[src/hdl/bve_pkg.sv]
`default_nettype none
package bve_pkg;

    // Fixed field widths.
    localparam int POS_W  = 5;
    localparam int SIZE_W = 6;
    localparam int ORG_W  = 2;
    localparam int MASK_W = 27;
    localparam int CFG_AW = 3;
    localparam int CFG_DW = 27;
    // Window counters cover the largest window of 3.
    localparam int WIN_IW = 2;
    localparam int PT_W   = 5;
    // Neighbor coordinate, two's complement, range -2 to 34.
    localparam int CRD_W  = 8;

    typedef enum logic [CFG_AW-1:0] {
        CFG_SIZE_X   = 3'd0,
        CFG_SIZE_Y   = 3'd1,
        CFG_SIZE_Z   = 3'd2,
        CFG_MASK     = 3'd3,
        CFG_ORIGIN_X = 3'd4,
        CFG_ORIGIN_Y = 3'd5,
        CFG_ORIGIN_Z = 3'd6
    } t_cfg_idx;

    localparam logic OP_WRITE = 1'b0;
    localparam logic OP_QUERY = 1'b1;

    typedef enum logic [1:0] {
        ST_IDLE,
        ST_SCAN,
        ST_DRAIN
    } t_state;

    typedef struct packed {
        logic [POS_W-1:0] x;
        logic [POS_W-1:0] y;
        logic [POS_W-1:0] z;
    } t_pos;

    typedef struct packed {
        logic [ORG_W-1:0] x;
        logic [ORG_W-1:0] y;
        logic [ORG_W-1:0] z;
    } t_org;

    typedef struct packed {
        logic [SIZE_W-1:0] x;
        logic [SIZE_W-1:0] y;
        logic [SIZE_W-1:0] z;
    } t_size;

    typedef struct packed {
        logic [WIN_IW-1:0] i;
        logic [WIN_IW-1:0] j;
        logic [WIN_IW-1:0] s;
    } t_win;

    typedef struct packed {
        logic in_store;
        logic in_vol;
    } t_chk;

endpackage
`default_nettype wire

[src/hdl/bve_addr.sv]
`default_nettype none
module bve_addr
    import bve_pkg::*;
#(
    parameter int MAX_X = 32,
    parameter int MAX_Y = 32,
    parameter int MAX_Z = 32,
    parameter int AW    = 15
) (
    input  wire t_pos          i_base,
    input  wire t_org          i_org,
    input  wire t_win          i_win,
    input  wire t_size         i_size,
    output t_chk               o_chk,
    output logic [AW-1:0]      o_addr
);

    logic [CRD_W-1:0] cx, cy, cz;
    logic [8:0]       sx, sy, sz;
    logic             ok_x, ok_y, ok_z;
    logic             st_x, st_y, st_z;

    // Neighbor coordinate is base + origin - window index; the top bit is the sign.
    assign cx = {3'b000, i_base.x} + {6'b0, i_org.x} - {6'b0, i_win.i};
    assign cy = {3'b000, i_base.y} + {6'b0, i_org.y} - {6'b0, i_win.j};
    assign cz = {3'b000, i_base.z} + {6'b0, i_org.z} - {6'b0, i_win.s};

    // Configured sizes saturate at the store dimensions.
    assign sx = ({3'b000, i_size.x} > 9'(MAX_X)) ? 9'(MAX_X) : {3'b000, i_size.x};
    assign sy = ({3'b000, i_size.y} > 9'(MAX_Y)) ? 9'(MAX_Y) : {3'b000, i_size.y};
    assign sz = ({3'b000, i_size.z} > 9'(MAX_Z)) ? 9'(MAX_Z) : {3'b000, i_size.z};

    assign st_x = !cx[CRD_W-1] && ({1'b0, cx} < 9'(MAX_X));
    assign st_y = !cy[CRD_W-1] && ({1'b0, cy} < 9'(MAX_Y));
    assign st_z = !cz[CRD_W-1] && ({1'b0, cz} < 9'(MAX_Z));
    assign ok_x = !cx[CRD_W-1] && ({1'b0, cx} < sx);
    assign ok_y = !cy[CRD_W-1] && ({1'b0, cy} < sy);
    assign ok_z = !cz[CRD_W-1] && ({1'b0, cz} < sz);

    assign o_chk.in_store = st_x && st_y && st_z;
    assign o_chk.in_vol   = ok_x && ok_y && ok_z;

    // Only meaningful when the coordinate lies inside the store.
    assign o_addr = AW'(((32'(cz[CRD_W-2:0]) * MAX_Y + 32'(cy[CRD_W-2:0])) * MAX_X)
                        + 32'(cx[CRD_W-2:0]));

endmodule
`default_nettype wire

[config.mk]
export PLATFORM = sky130hd
export DESIGN_NAME = bve_addr
export DESIGN_NICKNAME = d
export VERILOG_FILES = /design/src/hdl/bve_pkg.sv /design/src/hdl/bve_addr.sv
export SDC_FILE = /design/constraint.sdc
export NUM_CORES = 1
export LEC_CHECK = 0
export BUFFER_PORTS_ARGS = -buffer_cell sky130_fd_sc_hd__buf_2
export CELL_PAD_IN_SITES_DETAIL_PLACEMENT = 1
export CELL_PAD_IN_SITES_GLOBAL_PLACEMENT = 2
export CORE_ASPECT_RATIO = 0.9
export CORE_UTILIZATION = 28
export DETAILED_ROUTE_END_ITERATION = 6
export MAX_ROUTING_LAYER = met4
export PLACE_DENSITY = 0.9
export SYNTH_ARGS = -nofsm -noshare
export SYNTH_HDL_FRONTEND = slang
export SYNTH_SLANG_ARGS = --single-unit
[constraint.sdc]
create_clock -name vclk -period 4.4
set_input_delay 0.22 -clock vclk [all_inputs]
set_output_delay 0.22 -clock vclk [all_outputs]
set_load 0.01 [all_outputs]
# Word level (Yosys, flattened, before mapping)
# Cells that the tools add are included.
[op_classes]
eq_ne = 0
multipliers = 0
magnitude_cmp = 9
reduce_logical = 13
muxes = 3
add_sub_neg = 8
bitwise_logic = 0
div_mod_pow = 0
shifts = 0
[ops]
columns = ["op", "count"]
rows = [
  ["8-bit by 6-bit less-than comparator with 1-bit output", 3],
  ["8-bit by 6-bit less-than comparator with 1-bit output, second input constant", 3],
  ["6-bit by 2-bit subtractor with 7-bit output", 3],
  ["5-bit by 2-bit adder with 6-bit output", 3],
  ["6-bit > comparator, second input constant", 3],
  ["6-bit 2-to-1 mux", 3],
  ["15-bit by 7-bit adder with 15-bit output", 1],
  ["10-bit by 7-bit adder with 10-bit output", 1],
  ["1-bit logical AND", 10],
  ["1-bit zero test", 3],
]
[totals]
mem_count = 0
latchBits = 0
ramBits = 0
input_bits = 45
output_inout_bits = 17
mem_bits_ro = 0
ff_bits = 0

# Longest topological paths before layout
[depth]
ltp_word = 6
ltp_mapped = 18
ltp_nobuf = 18

# Worst setup path after synthesis
# OpenSTA, ideal clock, no wires.
[synth_path]
path_type = "input to output"
start = "input i_base[6] in the netlist's numbering"
end = "output o_addr[14]"
setup_slack_ps = 1000
n_path_buf = 0
arrival_ps = 3180
cell_stages = 17
path_cell_list = "inv_1 -> fa_1 -> inv_1 -> ha_1 -> a21o_1 -> a21oi_2 -> o21ba_2 -> nor2_1 -> nor2_1 -> xnor2_1 -> ha_1 -> ha_1 -> and3_1 -> nand3_2 -> a21oi_1 -> a41oi_1 -> xnor2_1"
[synth_between]
elab_chain_cells = 4
[synth_rtl]
columns = ["element", "line_no", "rtl"]
rows = [
  ["start: declaration", "bve_addr.sv:10", "input wire t_pos i_base,"],
  ["5-bit by 2-bit adder with 6-bit output", "bve_addr.sv:25", "assign cy = {3'b000, i_base.y} + {6'b0, i_org.y} - {6'b0, i_win.j};"],
  ["6-bit by 2-bit subtractor with 7-bit output", "bve_addr.sv:25", ""],
  ["10-bit by 7-bit adder with 10-bit output", "bve_addr.sv:44", "assign o_addr = AW'(((32'(cz[CRD_W-2:0]) * MAX_Y + 32'(cy[CRD_W-2:0])) * MAX_X)"],
  ["15-bit by 7-bit adder with 15-bit output", "bve_addr.sv:45", "+ 32'(cx[CRD_W-2:0]));"],
  ["end: declaration", "bve_addr.sv:15", "output logic [AW-1:0] o_addr"],
]
# No other way between the ends.

# Final worst setup path
# Ends and elaborated chain as after synthesis.

==> results.cfg <==
[route]
ant_nets = 0
wl_per_cell_um = 11.1
via_per_inst = 4.53
first_iter_violations = 22
drt_pre_antenna_iters = 4
drc_errors = 0
drt-total-wl_um = 3550
vias = 1445

[run_status]
status = completed

[final_layout]
final_cell_mix = buf_2, inv_1, ha_1
layout_commonest_cell = buf_2
n_clock_buffer = 0
syn_to_final_growth_pct = 25.7
drive_gt1_frac = 0.302
seq_cell_count = 0
diodes = 0
multiInputGateArea_um2 = 1380
nets = 347
regArea_um2 = 0
fill_cells = 687

[floorplan]
die-area_um2 = 5780
rows = 25
initial_core_util = 0.292
die_y_um = 72.2
ioPinCount = 62
core_um2 = 5260
chipWidth_um = 80.0

[run]
maxCapViolCount = 0

[timing]
post-route-period-util = 0.854
timing.fmax_mhz = 266
slew_headroom = 0.743
period_minus_slack_ns = 3.76
final_max_slew_viol_count = 0
fin_tns_setup_ns = 0
worstMarginPinSlew_ns = 0.382
finalHoldViolCount = 0
rsz0062_at_grt = no
setup_violations = 0

[setup_path]
path_delay_family = adder cells
slowest_delay_ns = 0.58
crit_type = in2out
crit_path_cell_trace = buf_2 > inv_1 > fa_1 > inv_1 > ha_1 > a21o_1 > a21oi_2 > o21ba_2 > nor2_1 > nor2_1 > xnor2_1 > ha_1 > ha_1 > and3_1 > nand3_2 > a21oi_1 > a41oi_1 > xnor2_1 > buf_2
required_ns = 4.18
slowest_stage = fa_1
critical_path_buf_inv_count = 4
cp_data_arrival_time_ns = 3.54
crit_top_cell = ha_1
end_kind = output pin
crit_fanout = 3
cp-start-kind = input port

[global_route]
grt_max_degree = 7
grt_overflow = 0
antenna_found_initial = 0
grt_pass1_vias = 1473
grtUsageTotal = 0.132
grt_pass1_wl_um = 6120

[synth]
ys_types = 37
seq_area_frac_synth = 0
yosys.area.top_type = ha_1
synth_top_area_share = 0.334
netlist_instances = 190
avgSynthCellArea_um2 = 8.07
netlist_area_um2 = 1530
syn_nets = 283
synth_area_leaders = ha_1, inv_1, fa_1
yosysWarnings = 0

[power_and_ir_drop]
totalPowerFinal_uw = 445
power.density_nw_per_um2 = 231
total_leakage_power_uw = 0.00111
ir_drop_mv = 0.109

[cts]
ctsResizeCount = 0
cts_hold_buf = 0
cts_setup_buffers = 0

[worst_hold_path]
min_path_type = in2out

[placed_design]
dp_hpwl_um = 3350
portBuffers = 62
place.gp.congestion = 0.785
logic make-up (layout without fill, tap and decap cells):
group | after synthesis | after routing | synth area share
adders and majority gates | 48 | 48 | 0.426
and+or+nand+nor | 48 | 48 | 0.168
buffers and inverters | 41 | 103 | 0.100
AOI/OAI and AO/OA | 30 | 30 | 0.143
xor gates and xnor gates | 23 | 23 | 0.163
routing by layer:
| metal | track usage | part of all wire | vias up | routed length (um) |
|---|---|---|---|---|
| li1 | - | - | 746 | - |
| met1 | 0.168 | 0.47 | 664 | 1670 |
| met2 | 0.241 | 0.48 | 35 | 1700 |
| met3 | 0.00881 | 0.050 | 0 | 177 |
| met4 | 0 | 0 | 0 | 0 |
| met5 | - | 0 | - | 0 |
cell type report:
cell class	count	area share
Tap cell	67	0.0435
Timing Repair Buffer	62	0.161
Inverter	41	0.0798
Multi-Input combinational cell	149	0.716
metrics by stage:
step | worst slack (ns) | instance area [um2] | cells | hold slack, ns | utilization
2_1_floorplan | 1.00 | 1530 | 190 | 0.606 | -
3_3_place_gp | 0.620 | 1930 | 319 | 0.789 | 0.367
3_5_place_dp | 0.595 | 1930 | 319 | 0.819 | 0.367
4_1_cts | 0.583 | 1930 | 319 | 0.821 | 0.367
5_1_grt | 0.298 | 1930 | 319 | 0.836 | 0.367
6_report | 0.641 | 1930 | 319 | 0.813 | 0.367
Yosys cell counts, drive strengths merged:
cell type,instances
nor3,1
inv,41
o21ai,4
nor2b,2
xor2,11
o31a,2
and2,2
a222oi,1
nor4,2
o21bai,1
o2bb2ai,1
a41oi,1
o2111ai,1
o22ai,1
nand2b,5
a21o,4
xnor2,12
o21ba,1
nor2,8
a31oi,1
fa,7
nand3b,1
nand3,4
a21oi,11
a21boi,1
nand2,20
and4,1
ha,41
and3,2
tightest hold or removal path, delay by kind of cell:
| kind | cells | cell delay (ns) |
|---|---|---|
| adders and majority gates | 1 | 0.16 |
| buffers and inverters | 2 | 0.21 |
worst paths after layout:
path                       start         end  slack [ns]  cells after the start
worst min-delay path  i_base[10]   o_addr[0]        0.81                      3
worst max-delay path   i_base[6]  o_addr[14]        0.64                     19
power breakdown:
group / switching (uW) / internal (uW)
clock network: 0 / 0
logic: 243 / 202
registers: 0 / 0
total: 243 / 202
No activity file was read; power rests on OpenSTA's default activity.
